==> src/rtl/ulf_pkg.sv <==
`timescale 1ns / 1ps
// ----------------------------------------------------------------------------
// ulf_pkg: shared types and constants of the UART line framer
// Payload structs, controller/datapath command and status bundles, and the
// sizing constants of the line store.
// ----------------------------------------------------------------------------
package ulf_pkg;

  localparam int unsigned LINE_DEPTH = 64;
  localparam int unsigned ADDR_W     = (LINE_DEPTH > 1) ? $clog2(LINE_DEPTH) : 1;
  localparam int unsigned LEN_W      = $clog2(LINE_DEPTH + 1);

  localparam logic [7:0]  CH_CR            = 8'h0D;
  localparam logic [7:0]  CH_LF            = 8'h0A;
  localparam logic [15:0] IDLE_LIMIT_RESET = 16'd40;
  localparam logic [15:0] IDLE_MAX         = 16'hFFFF;

  localparam logic OP_BYTE = 1'b0;
  localparam logic OP_TICK = 1'b1;

  localparam logic CAUSE_LF   = 1'b0;
  localparam logic CAUSE_IDLE = 1'b1;

  typedef struct packed {
    logic       op;
    logic [7:0] data_byte;
  } ulf_in_t;

  typedef struct packed {
    logic [7:0] out_byte;
    logic       last_of_line;
    logic       empty_line;
    logic       flush_cause;
  } ulf_out_t;

  // Controller to datapath
  typedef struct packed {
    logic accept;       // input transfer completes this cycle
    logic flush_start;  // accepted item closes the line
    logic emit;         // load one result into the output register
  } ulf_cmd_t;

  // Datapath to controller
  typedef struct packed {
    logic flush_req;    // current input item would flush the line
    logic out_free;     // output register can take a result this cycle
    logic last;         // the next emitted result closes the line
  } ulf_sts_t;

endpackage

==> src/rtl/uart_line_framer_idle_flush.sv <==
`timescale 1ns / 1ps
// ----------------------------------------------------------------------------
// uart_line_framer_idle_flush: UART line assembler with idle timeout
// Gathers received bytes into lines and flushes a line on line feed or
// after a programmable number of idle ticks.
// ----------------------------------------------------------------------------
//  channel | handshake               | payload
//  --------+-------------------------+------------------------------------
//  in      | in_valid_i / in_ready_o | in_data_i  (op, data_byte)
//  out     | out_valid_o/out_ready_i | out_data_o (out_byte, last, empty,
//          |                         |             flush_cause)
//  cfg     | cfg_we_i (no wait)      | cfg_data_i (idle_limit)
//
// A byte or tick item that does not flush leaves the input ready for the next.
// A flush holds the input off and emits one result per cycle from the line
// store while the output register is free: one per stored byte, or a single
// result for an empty line.
// The output register lets the next item enter while the last result waits.
// Reset clears line state, idle count and output valid; idle_limit returns
// to 40. The store needs no clearing.
// ----------------------------------------------------------------------------
module uart_line_framer_idle_flush (
  input  logic              clk_i,
  input  logic              rst_ni,
  input  logic              cfg_we_i,
  input  logic [15:0]       cfg_data_i,
  input  logic              in_valid_i,
  output logic              in_ready_o,
  input  ulf_pkg::ulf_in_t  in_data_i,
  output logic              out_valid_o,
  input  logic              out_ready_i,
  output ulf_pkg::ulf_out_t out_data_o
);
  import ulf_pkg::*;

  ulf_cmd_t cmd;
  ulf_sts_t sts;

  // Sequence item transfers and flush emission
  ulf_ctrl u_ctrl (
    .clk_i      (clk_i),
    .rst_ni     (rst_ni),
    .in_valid_i (in_valid_i),
    .in_ready_o (in_ready_o),
    .sts_i      (sts),
    .cmd_o      (cmd)
  );

  // Hold the line, counters and the output register
  ulf_dpath u_dpath (
    .clk_i       (clk_i),
    .rst_ni      (rst_ni),
    .cfg_we_i    (cfg_we_i),
    .cfg_data_i  (cfg_data_i),
    .in_data_i   (in_data_i),
    .cmd_i       (cmd),
    .sts_o       (sts),
    .out_valid_o (out_valid_o),
    .out_ready_i (out_ready_i),
    .out_data_o  (out_data_o)
  );

endmodule

==> src/rtl/ulf_ctrl.sv <==
`timescale 1ns / 1ps
// ----------------------------------------------------------------------------
// ulf_ctrl: framer controller
// Accepts items while idle and walks a flush one result per free output slot.
// ----------------------------------------------------------------------------
module ulf_ctrl (
  input  logic              clk_i,
  input  logic              rst_ni,
  input  logic              in_valid_i,
  output logic              in_ready_o,
  input  ulf_pkg::ulf_sts_t sts_i,
  output ulf_pkg::ulf_cmd_t cmd_o
);
  import ulf_pkg::*;

  typedef enum logic [1:0] {
    ST_IDLE  = 2'b01,
    ST_FLUSH = 2'b10
  } state_e;

  state_e state_q, state_d;

  always_comb begin
    in_ready_o        = (state_q == ST_IDLE);
    cmd_o.accept      = in_ready_o && in_valid_i;
    cmd_o.flush_start = cmd_o.accept && sts_i.flush_req;
    cmd_o.emit        = (state_q == ST_FLUSH) && sts_i.out_free;
  end

  always_comb begin
    state_d = state_q;
    unique case (state_q)
      ST_IDLE: begin
        if (cmd_o.flush_start) begin
          state_d = ST_FLUSH;
        end
      end
      ST_FLUSH: begin
        if (cmd_o.emit && sts_i.last) begin
          state_d = ST_IDLE;
        end
      end
      default: state_d = ST_IDLE;
    endcase
  end

  always_ff @(posedge clk_i or negedge rst_ni) begin
    if (!rst_ni) begin
      state_q <= ST_IDLE;
    end else begin
      state_q <= state_d;
    end
  end

`ifndef SYNTHESIS
  a_flush_enters: assert property (@(posedge clk_i) disable iff (!rst_ni)
    cmd_o.flush_start |=> state_q == ST_FLUSH)
    else $error("flush start did not enter flush state");

  a_emit_only_flush: assert property (@(posedge clk_i) disable iff (!rst_ni)
    cmd_o.emit |-> !cmd_o.accept)
    else $error("emission overlapped an input transfer");

  a_last_leaves: assert property (@(posedge clk_i) disable iff (!rst_ni)
    cmd_o.emit && sts_i.last |=> state_q == ST_IDLE)
    else $error("flush did not end after last result");
`endif

endmodule

==> src/rtl/ulf_dpath.sv <==
`timescale 1ns / 1ps
// ----------------------------------------------------------------------------
// ulf_dpath: framer datapath
// Line store, length and idle counters, idle limit register, output register.
// ----------------------------------------------------------------------------
module ulf_dpath (
  input  logic              clk_i,
  input  logic              rst_ni,
  input  logic              cfg_we_i,
  input  logic [15:0]       cfg_data_i,
  input  ulf_pkg::ulf_in_t  in_data_i,
  input  ulf_pkg::ulf_cmd_t cmd_i,
  output ulf_pkg::ulf_sts_t sts_o,
  output logic              out_valid_o,
  input  logic              out_ready_i,
  output ulf_pkg::ulf_out_t out_data_o
);
  import ulf_pkg::*;

  logic [7:0]       mem_q [LINE_DEPTH];
  logic [7:0]       rd_data_q;
  logic [LEN_W-1:0] len_q, len_d, eff_len;
  logic [LEN_W-1:0] rd_ptr_q, rd_ptr_d;
  logic             open_q, open_d;
  logic [15:0]      idle_q, idle_d, idle_inc;
  logic [15:0]      limit_q;
  logic             cause_q;
  logic             out_valid_q, out_valid_d;
  ulf_out_t         out_q;
  logic             is_byte, is_cr, is_lf, do_store, line_empty;

  always_comb begin
    is_byte    = (in_data_i.op == OP_BYTE);
    is_cr      = is_byte && (in_data_i.data_byte == CH_CR);
    is_lf      = is_byte && (in_data_i.data_byte == CH_LF);
    eff_len    = open_q ? len_q : '0;
    do_store   = cmd_i.accept && is_byte && !is_cr && !is_lf
                 && (eff_len < LEN_W'(LINE_DEPTH));
    idle_inc   = (idle_q == IDLE_MAX) ? idle_q : idle_q + 16'd1;
    line_empty = (len_q == '0);

    sts_o.flush_req = is_lf || (!is_byte && open_q && (idle_inc >= limit_q));
    sts_o.out_free  = !out_valid_q || out_ready_i;
    sts_o.last      = line_empty || ((rd_ptr_q + LEN_W'(1)) == len_q);
  end

  // Line state and counters
  always_comb begin
    len_d    = len_q;
    open_d   = open_q;
    idle_d   = idle_q;
    rd_ptr_d = rd_ptr_q;
    if (cmd_i.accept) begin
      if (is_byte) begin
        idle_d = '0;
        open_d = 1'b1;
        len_d  = do_store ? eff_len + LEN_W'(1) : eff_len;
      end else begin
        idle_d = idle_inc;
      end
    end
    if (cmd_i.emit) begin
      if (sts_o.last) begin
        rd_ptr_d = '0;
        len_d    = '0;
        open_d   = 1'b0;
      end else begin
        rd_ptr_d = rd_ptr_q + LEN_W'(1);
      end
    end
  end

  always_ff @(posedge clk_i or negedge rst_ni) begin
    if (!rst_ni) begin
      len_q       <= '0;
      open_q      <= 1'b0;
      idle_q      <= '0;
      rd_ptr_q    <= '0;
      limit_q     <= IDLE_LIMIT_RESET;
      cause_q     <= CAUSE_LF;
      out_valid_q <= 1'b0;
    end else begin
      len_q       <= len_d;
      open_q      <= open_d;
      idle_q      <= idle_d;
      rd_ptr_q    <= rd_ptr_d;
      out_valid_q <= out_valid_d;
      if (cfg_we_i) begin
        limit_q <= cfg_data_i;
      end
      if (cmd_i.flush_start) begin
        cause_q <= is_byte ? CAUSE_LF : CAUSE_IDLE;
      end
    end
  end

  // Line store: one write port, one registered read port following rd_ptr
  always_ff @(posedge clk_i) begin
    if (do_store) begin
      mem_q[eff_len[ADDR_W-1:0]] <= in_data_i.data_byte;
    end
    rd_data_q <= mem_q[rd_ptr_d[ADDR_W-1:0]];
  end

  // Output register
  always_comb begin
    out_valid_d = out_valid_q;
    if (cmd_i.emit) begin
      out_valid_d = 1'b1;
    end else if (out_ready_i) begin
      out_valid_d = 1'b0;
    end
  end

  always_ff @(posedge clk_i) begin
    if (cmd_i.emit) begin
      out_q.out_byte     <= line_empty ? 8'h00 : rd_data_q;
      out_q.last_of_line <= sts_o.last;
      out_q.empty_line   <= line_empty;
      out_q.flush_cause  <= cause_q;
    end
  end

  assign out_valid_o = out_valid_q;
  assign out_data_o  = out_q;

`ifndef SYNTHESIS
  a_len_bound: assert property (@(posedge clk_i) disable iff (!rst_ni)
    len_q <= LEN_W'(LINE_DEPTH))
    else $error("line length beyond store depth");

  a_flush_ptr: assert property (@(posedge clk_i) disable iff (!rst_ni)
    cmd_i.flush_start |=> rd_ptr_q == '0 && open_q)
    else $error("flush started with stale read pointer or closed line");

  a_ptr_step: assert property (@(posedge clk_i) disable iff (!rst_ni)
    cmd_i.emit && !sts_o.last |=> rd_ptr_q == $past(rd_ptr_q) + LEN_W'(1))
    else $error("read pointer did not advance");

  a_close: assert property (@(posedge clk_i) disable iff (!rst_ni)
    cmd_i.emit && sts_o.last |=> !open_q && len_q == '0)
    else $error("line not closed after last result");
`endif

endmodule
==> config.mk <==
export PLATFORM = sky130hd
export DESIGN_NAME = uart_line_framer_idle_flush
export DESIGN_NICKNAME = d
export VERILOG_FILES = /design/src/rtl/ulf_pkg.sv /design/src/rtl/uart_line_framer_idle_flush.sv /design/src/rtl/ulf_ctrl.sv /design/src/rtl/ulf_dpath.sv
export SDC_FILE = /design/constraint.sdc
export NUM_CORES = 1
export LEC_CHECK = 0
export BUFFER_PORTS_ARGS = -buffer_cell sky130_fd_sc_hd__buf_2
export CAP_MARGIN = 20
export CORE_MARGIN = 2
export CORE_UTILIZATION = 40
export DETAILED_ROUTE_END_ITERATION = 10
export PLACE_DENSITY = 0.63
export REMOVE_ABC_BUFFERS = 1
export SYNTH_ARGS = -nofsm -noshare
export SYNTH_HDL_FRONTEND = slang
export SYNTH_HIERARCHICAL = 1
export SYNTH_SLANG_ARGS = --single-unit
==> constraint.sdc <==
create_clock -name clk_i -period 5.4 [get_ports clk_i]
set_input_delay 0.54 -clock clk_i [delete_from_list [all_inputs] [get_ports clk_i]]
set_output_delay 0.54 -clock clk_i [all_outputs]
set_load 0.01 [all_outputs]
* Word level (Yosys, flattened, before mapping)
Memory sizes are Yosys's and may differ from the RTL's. A register that Yosys moved wholly into a read port is not among the register bits.
Cells that the tools add are included.
** Cells by class
- Multiplexer cells :: 22
- Bitwise gates (word level) :: 1
- Reductions and logical operators :: 21
- Order comparisons :: 2
- $add $sub $neg :: 3
- Equal/unequal tests :: 8
** Operators by type and width (number)
- 7-bit 2-to-1 mux :: 7
- 16-bit 2-to-1 mux :: 2
- 16-bit by 1-bit adder with 16-bit output, second input constant :: 1
- 16-bit == test, second input constant :: 1
- 8-bit by 4-bit == test with 1-bit output, second input constant :: 2
- 16-bit greater-or-equal comparator :: 1
- 7-bit by 1-bit adder with 7-bit output, second input constant :: 2
- 1-bit logical AND :: 12
- 1-bit 2-to-1 mux :: 9
- 7-bit == test :: 1
- 7-bit logical NOT :: 1
- 7-bit less-than comparator, second input constant :: 1
- 6-bit 2-to-1 mux :: 1
- 2-bit 2-to-1 mux :: 2
- 2-bit case mux with 2 select lines :: 1
- 1-bit logical NOT :: 3
- 1-bit logical OR :: 3
- 2-bit by 1-bit == test with 1-bit output, second input constant :: 1
- 2-bit == test, second input constant :: 1
- 2-bit by 1-bit != test with 1-bit output, second input constant :: 1
- 2-bit != test, second input constant :: 1
- 2-bit AND reduction :: 1
- 2-bit nonzero test :: 1
- 1-bit NOT :: 1
** Storage, ports and cells
- Memory bits (writable) :: 512
- Memories kept :: 1
- Bits in registers :: 62
- Input bits :: 30
** Memory list
- u_dpath.mem_q :: depth 64, width 8, read ports 1, clocked after Yosys merged registers in 1, write ports 1, line ulf_dpath.sv:20 : logic [7:0] mem_q [LINE_DEPTH];

* Longest topological paths before layout
Gate-level depths: netlist (run 1).
- Depth after elaboration :: 11
- Mapped depth :: 20

* Hierarchy
The synthesis (run 1) kept the hierarchy.
** Modules (own cells, without submodules)
- ulf_dpath :: cells each 1898, seq. area each 17093.9 µm², area each 24435.9 µm², times used 1
- ulf_ctrl :: cells each 9, seq. area each 51.3 µm², area each 101.3 µm², times used 1

* Worst setup path before layout (run 1)
Ideal clock, no wire load.
- Kind :: flip-flop to flip-flop
- Start point :: reg u_dpath.idle_q[2]
- End point :: reg u_dpath.cause_q
- Required time :: 5.275 ns
- Library setup time :: 0.125 ns
- Period minus slack after synthesis :: 4.220 ns
- Arrival :: 4.096 ns
- Slack :: 1.180 ns
- Stages on the path, launching flop included :: 20
- Path buffers :: 1
- Cells stage by stage :: dfrtp_1 and4_1 and3_1 nand2_1 or3b_2 or2_2 clkbuf_1 o21ai_0 ha_1 a21o_1 a21o_1 a21o_1 a21o_1 a21o_1 a21o_1 a21o_1 a21oi_1 o21ai_0 and4b_1 mux2_2
** RTL lines
- start, declared :: line ulf_dpath.sv:25 : logic [15:0] idle_q, idle_d, idle_inc;
- start signal, assigned :: line ulf_dpath.sv:85 : idle_q <= idle_d;
- end signal, assigned :: line ulf_dpath.sv:92 : cause_q <= is_byte ? CAUSE_LF : CAUSE_IDLE;
- end, declared :: line ulf_dpath.sv:27 : logic cause_q;

==> metrics.csv, run 1 <==
metric,value,unit
TritonRoute pass-1 iters,5,
Detailed Route WL,61.50,mm
DR WL met2,28.23,mm
maxcap violations,0,
Initial Util,0.4058,
GPL Wtd Cong,0.8682,
Metal-1 WL,27.23,mm
clock-pin slew on the worst setup and hold paths,0.07,ns
data required time of the critical path,5.90,ns
Synth cell types,70,
slew margin rel.,0.3840,
DRC,0,
layout cell share with drive strength beyond 1,0.1247,
R2R Path End,u_dpath/rd_data_q[7],
Max Slew Vio Count,0,
number of flops mapped to enable cells by yosys,523,
Leakage,9.512,nW
total power draw,9.884,mW
ANT cells,0,
Num CTS Buffers,59,
post-synthesis register bit count,582,
antenna-violating nets left,0,
largest net degree at the start of global routing,85,
post-layout min period,4.707,ns
Post-DP HPWL,37.88,mm
Post-CTS Setup Bufs,0,
synth warn,6,
Final Hold Viols,0,
CTS tree,yes,
antenna violations before repair,1,
CP Class,flip-flop to flip-flop,
final period utilization,0.8716,
first-pass GRT wire length,93.09,mm
TNS Setup,0,ns
Synth async-reset ratio,0.08763,
Ports,43,
Post-Syn Area per Cell,12.87,um2
status,"complete, no violations",
Clock Skews,0.02023,ns
die area,0.06334,mm2
Sink Count,582,
gr usage total,0.1935,
die width,251.7,um
Via-to-Cell Ratio,5.574,
NumNets Final,2020,
vias in the first global route,15090,
Mapped Area,0.02454,mm2
Critical Path Start Type,flip-flop,
grt total ovfl,0,
clk_lat worst skew,0.63,ns
FF-to-FF path depth,14,
crit path max fanout,67,
WP data arrival,5.21,ns
maximum clock rate,212.5,MHz
RSZ-0062 raised after global routing,no,
ys flop type,edfxtp_1,
worst slew pin tran,0.9169,ns
"Setup violations, final",0,
Cell Pwr Density,355.8,mW/mm2
Die Y-Extent,251.7,um
min-delay worst type,primary input to async pin,
CTS root buf,clkbuf_16,
Rows,90,
post-cts gate resize count,0,
"commonest non-fill, non-tap cell in the layout",edfxtp_1,
Iteration-0 DRC Markers,1710,
per-cell routed wire length,21.94,um
Syn Inst Count,1907,
Crit. End Element,flip-flop,
most frequent cells in the layout,"edfxtp_1 (523), nand2_1 (333), nand3_1 (139)",
Area Overhead vs Synth,13.22,%
metal3 WL,4.252,mm
Post-CTS Hold Buffers,0,
Worst VDD drop,0.0002640,V
I/O Buffers,42,
core area,0.06047,mm2
via count,15620,
Top Metal Used,met4,
worst-case clock buffer depth,3,
"Seq/Total Area, Yosys",0.6987,
Critical R2R Launch,u_dpath/rd_ptr_q[0],
H-tree depth,2,
FF-to-FF setup slack,0.69,ns
## logic make-up (layout without fill, tap and decap cells)
kind of cell             count (synthesis)  after routing  share of synthesized area
adder cells (fa/ha/maj)                 19             19                   0.009689
AND/OR/NAND/NOR                        723            723                     0.1306
AO/OA/AOI/OAI                          325            325                    0.08939
flip-flops                             582            582                     0.6987
buffers and inverters                  148            262                    0.02611
multiplexers                            86             86                    0.03687
XOR/XNOR                                24             24                   0.008567
## cell usage after synthesis, types with 4 or more instances
cell type | number | share of area
a32o_1 | 7 | 0.0029
mux2_2 | 25 | 0.011
a211oi_1 | 9 | 0.0028
nand2_1 | 333 | 0.051
o31ai_1 | 26 | 0.0080
xnor2_1 | 20 | 0.0071
inv_1 | 35 | 0.0054
a21oi_1 | 95 | 0.019
nor3_1 | 16 | 0.0033
nor2_1 | 133 | 0.020
or4_1 | 14 | 0.0043
nand2b_1 | 18 | 0.0046
xor2_1 | 4 | 0.0014
buf_1 | 9 | 0.0014
and3_1 | 14 | 0.0036
or3_1 | 8 | 0.0020
a221oi_1 | 7 | 0.0025
o22ai_1 | 9 | 0.0023
a21o_1 | 11 | 0.0034
clkbuf_1 | 52 | 0.0080
a32oi_1 | 18 | 0.0064
o21ai_0 | 55 | 0.011
dfxtp_1 | 8 | 0.0065
mux2i_1 | 60 | 0.024
dfrtp_1 | 48 | 0.049
nor2b_1 | 13 | 0.0033
and2_1 | 12 | 0.0031
buf_2 | 42 | 0.0086
a211o_1 | 8 | 0.0029
a31oi_1 | 11 | 0.0028
o221ai_1 | 18 | 0.0064
nand4_1 | 8 | 0.0020
edfxtp_1 | 523 | 0.64
a22oi_1 | 15 | 0.0046
ha_1 | 19 | 0.0097
o211ai_1 | 15 | 0.0046
nand3_1 | 139 | 0.028
## power by group
group / leakage (nW) / switching, mW / total [mW] / internal, mW
sequential: 5.43 / 0.0787 / 5.09 / 5.02
combinational: 3.13 / 0.498 / 0.710 / 0.212
clock: 0.948 / 1.72 / 4.08 / 2.36
## critical path, cell delays in order (launching register included)
cell	delay [ns]
dfrtp_1	0.48
ha_1	0.28
nand3_2	0.15
or3_1	0.44
a2111oi_4	0.46
a31oi_4	0.22
inv_2	0.11
buf_4	0.28
o31a_4	0.27
buf_12	0.33
mux4_2	0.59
o21ai_0	0.34
nor2_1	0.09
a31oi_1	0.37
o2bb2ai_1	0.10
## metrics by stage
stage / cells / utilization / worst slack, ns / cell area, um2 / hold slack [ns]
3_5_place_dp: 2692 / 0.4275 / 0.7711 / 25850 / 0.4582
3_3_place_gp: 2692 / 0.4275 / 0.8136 / 25850 / 0.4468
5_1_grt: 2803 / 0.4594 / 0.4618 / 27780 / 0.1005
6_report: 2803 / 0.4594 / 0.6933 / 27780 / 0.05804
2_1_floorplan: 1797 / - / -3.877 / 24040 / 0.2444
4_1_cts: 2803 / 0.4594 / 0.7413 / 27780 / 0.05337
## per-layer routing
layer | GRT usage | vias up
met5 | 0 | -
met4 | 0.06224 | 0
met3 | 0.02734 | 109
met2 | 0.3036 | 606
met1 | 0.2788 | 7699
li1 | - | 7209
## worst max path at each step
stage                                    from              endpoint  slack (ns)  cells past startpoint
after floorplan           u_dpath/rd_ptr_q[2]  u_dpath/rd_data_q[7]       -3.88                     11
after global placement      u_dpath/idle_q[2]       u_dpath/cause_q        0.81                     18
after detailed placement  u_dpath/rd_ptr_q[0]  u_dpath/rd_data_q[7]        0.77                     14
after CTS                 u_dpath/rd_ptr_q[0]  u_dpath/rd_data_q[7]        0.74                     14
after global routing      u_dpath/rd_ptr_q[0]  u_dpath/rd_data_q[7]        0.46                     14
final                     u_dpath/rd_ptr_q[0]  u_dpath/rd_data_q[7]        0.69                     14
## cell type report
class	instances	area (um2)
inverter	38	148.9
sequential	582	17150
timing repair buffer	113	793.3
multi-input combinational	1177	6787
clock inverter	39	392.9
tap	782	978.4
fill	5323	32690
clock buffer	72	1535
## state kept, by name (all words and copies together), names as in the netlist
signal,flops
u_dpath/out_data_o,11
u_dpath/rd_ptr_q,7
u_dpath/len_q,7
u_dpath/idle_q,16
u_dpath/mem_q,512
u_dpath/rd_data_q,8
u_dpath/cause_q,1
u_dpath/out_valid_o,1
u_ctrl/state_q,2
u_dpath/open_q,1
u_dpath/limit_q,16
No activity file was read; power rests on OpenSTA's default activity.
==> run 2, diff against run 1 <==
--- a/config.mk
+++ b/config.mk
@@ -8,9 +8,9 @@
 export BUFFER_PORTS_ARGS = -buffer_cell sky130_fd_sc_hd__buf_2
 export CAP_MARGIN = 20
 export CORE_MARGIN = 2
-export CORE_UTILIZATION = 40
+export CORE_UTILIZATION = 55
 export DETAILED_ROUTE_END_ITERATION = 10
-export PLACE_DENSITY = 0.63
+export PLACE_DENSITY = 0.79
 export REMOVE_ABC_BUFFERS = 1
 export SYNTH_ARGS = -nofsm -noshare
 export SYNTH_HDL_FRONTEND = slang
==> run 2 against run 1 <==
Net effect:
- register-to-register slack worse by 0.10 ns
- critical path depth did not move
- utilization is 16 points higher
- largest cell class unchanged
==> metrics.csv, run 2 (synthesis results as in run 1) <==
metric,value,unit
Iteration-0 DRC Markers,2181,
final instance area,0.02743,mm2
first-pass GRT wire length,93.29,mm
die area,0.04632,mm2
Critical Path Start Type,flip-flop,
I/O Buffers,42,
worst-case clock buffer depth,3,
CTS root buf,clkbuf_16,
crit path max fanout,55,
Post-CTS Setup Bufs,0,
TritonRoute pass-1 iters,8,
"commonest non-fill, non-tap cell in the layout",edfxtp_1,
post-cts gate resize count,0,
Inst Count DP,2507,
Via-to-Cell Ratio,6.228,
grt total ovfl,0,
Leakage,9.459,nW
vias in the first global route,15750,
min-delay worst type,primary input to async pin,
Die Y-Extent,215.2,um
H-tree depth,2,
slew margin rel.,0.4017,
antenna-violating nets left,0,
status,"complete, no violations",
maxcap violations,0,
CP Class,flip-flop to flip-flop,
maximum clock rate,208.0,MHz
antenna violations before repair,1,
max reg flops,512,
Detailed Route WL,61.32,mm
per-cell routed wire length,23.46,um
Sink Count,582,
DP Area,0.02565,mm2
Initial Util,0.5561,
gr usage total,0.2642,
clk_lat worst skew,0.62,ns
Num CTS Buffers,57,
fin util,0.6217,
final period utilization,0.8902,
RSZ-0062 raised after global routing,no,
largest net degree at the start of global routing,83,
Post-CTS Hold Buffers,0,
Crit. End Element,flip-flop,
post-layout min period,4.807,ns
via count,16280,
core area,0.04412,mm2
worst slew pin tran,0.8941,ns
Cell Pwr Density,348.6,mW/mm2
Fillers,3280,
"Setup violations, final",0,
Max Slew Vio Count,0,
Final Hold Viols,0,
most frequent cells in the layout,"edfxtp_1 (523), nand2_1 (333), nand3_1 (139)",
CTS tree,yes,
Area Overhead vs Synth,11.80,%
die width,215.2,um
Hold WS,0.04255,ns
Rows,77,
WP data arrival,5.35,ns
layout cell share with drive strength beyond 1,0.1207,
Clock Skews,0.02906,ns
data required time of the critical path,5.94,ns
Critical R2R Launch,u_dpath/rd_ptr_q[0],
DRC,0,
Critical path origin,u_dpath/rd_ptr_q[0],
Post-DP HPWL,37.53,mm
"Cell Count, Final, Fillers Out",2614,
GPL Wtd Cong,0.9677,
clock-pin slew on the worst setup and hold paths,0.06,ns
Worst VDD drop,0.0002774,V
NumNets Final,2023,
Ports,43,
[run 2: changes by cell type in the layout (fill, tap and decap cells not counted), sizes merged]
| cell | previous run | this run |
|---|---|---|
| inv | 38 | 39 |
| bufinv | 7 | 1 |
| clkinvlp | 2 | 1 |
| clkinv | 30 | 15 |
| buf | 113 | 118 |
| diode | 0 | 1 |
| clkbuf | 72 | 88 |
[run 2: report_power, final]
part / leakage [nW] / switching (mW) / internal [mW]
clock network: 0.867 / 1.63 / 2.14
registers: 5.43 / 0.0740 / 5.02
logic: 3.16 / 0.496 / 0.204
[run 2: worst paths after layout]
kind	slack, ns	cells past startpoint	endpoint
hold / removal	0.04	2	u_dpath/limit_q[8]
setup reg to reg	0.59	14	u_dpath/rd_data_q[4]
min in group clk_i	0.13	3	u_dpath/limit_q[13]
max in group asynchronous	4.91	2	u_dpath/rd_ptr_q[6]
setup / recovery	0.59	14	u_dpath/rd_data_q[4]
hold reg to reg	0.45	0	u_dpath/out_data_o[0]
[run 2: critical path, stage by stage, from the launching register on]
cell,delay [ns]
dfrtp_1,0.47
ha_1,0.28
nand3_2,0.16
or3_1,0.45
a2111oi_4,0.45
a31oi_4,0.20
inv_2,0.41
o21a_4,0.42
inv_6,0.27
buf_12,0.28
mux2i_1,0.14
mux2_2,0.30
a221oi_1,0.40
o221ai_1,0.22
o22ai_1,0.22
[run 2: final cells by class]
class,instances,area [um2],area share
antenna,1,2.502,0.00009122
clock buffer,88,1645,0.05997
clock inverter,18,135.1,0.004926
inverter,38,147.6,0.005382
multi-input combinational,1177,6787,0.2474
sequential,582,17150,0.6250
tap,592,740.7,0.02700
timing repair buffer,118,830.8,0.03028
[run 2: stage by stage]
| step | total power, mW | worst slack [ns] | setup TNS, ns |
|---|---|---|---|
| floorplan | 5.543 | -3.877 | -35.20 |
| global placement | 5.835 | 0.7899 | 0 |
| detailed placement | 5.862 | 0.6717 | 0 |
| CTS | 9.587 | 0.6059 | 0 |
| global route | 9.831 | 0.3390 | 0 |
| finish | 9.565 | 0.5928 | 0 |
[run 2: layer usage]
layer | global-route usage | part of all wire
met5 | 0 | 0
met4 | 0.1294 | 0.047
met3 | 0.05605 | 0.11
met2 | 0.4077 | 0.47
met1 | 0.3596 | 0.38
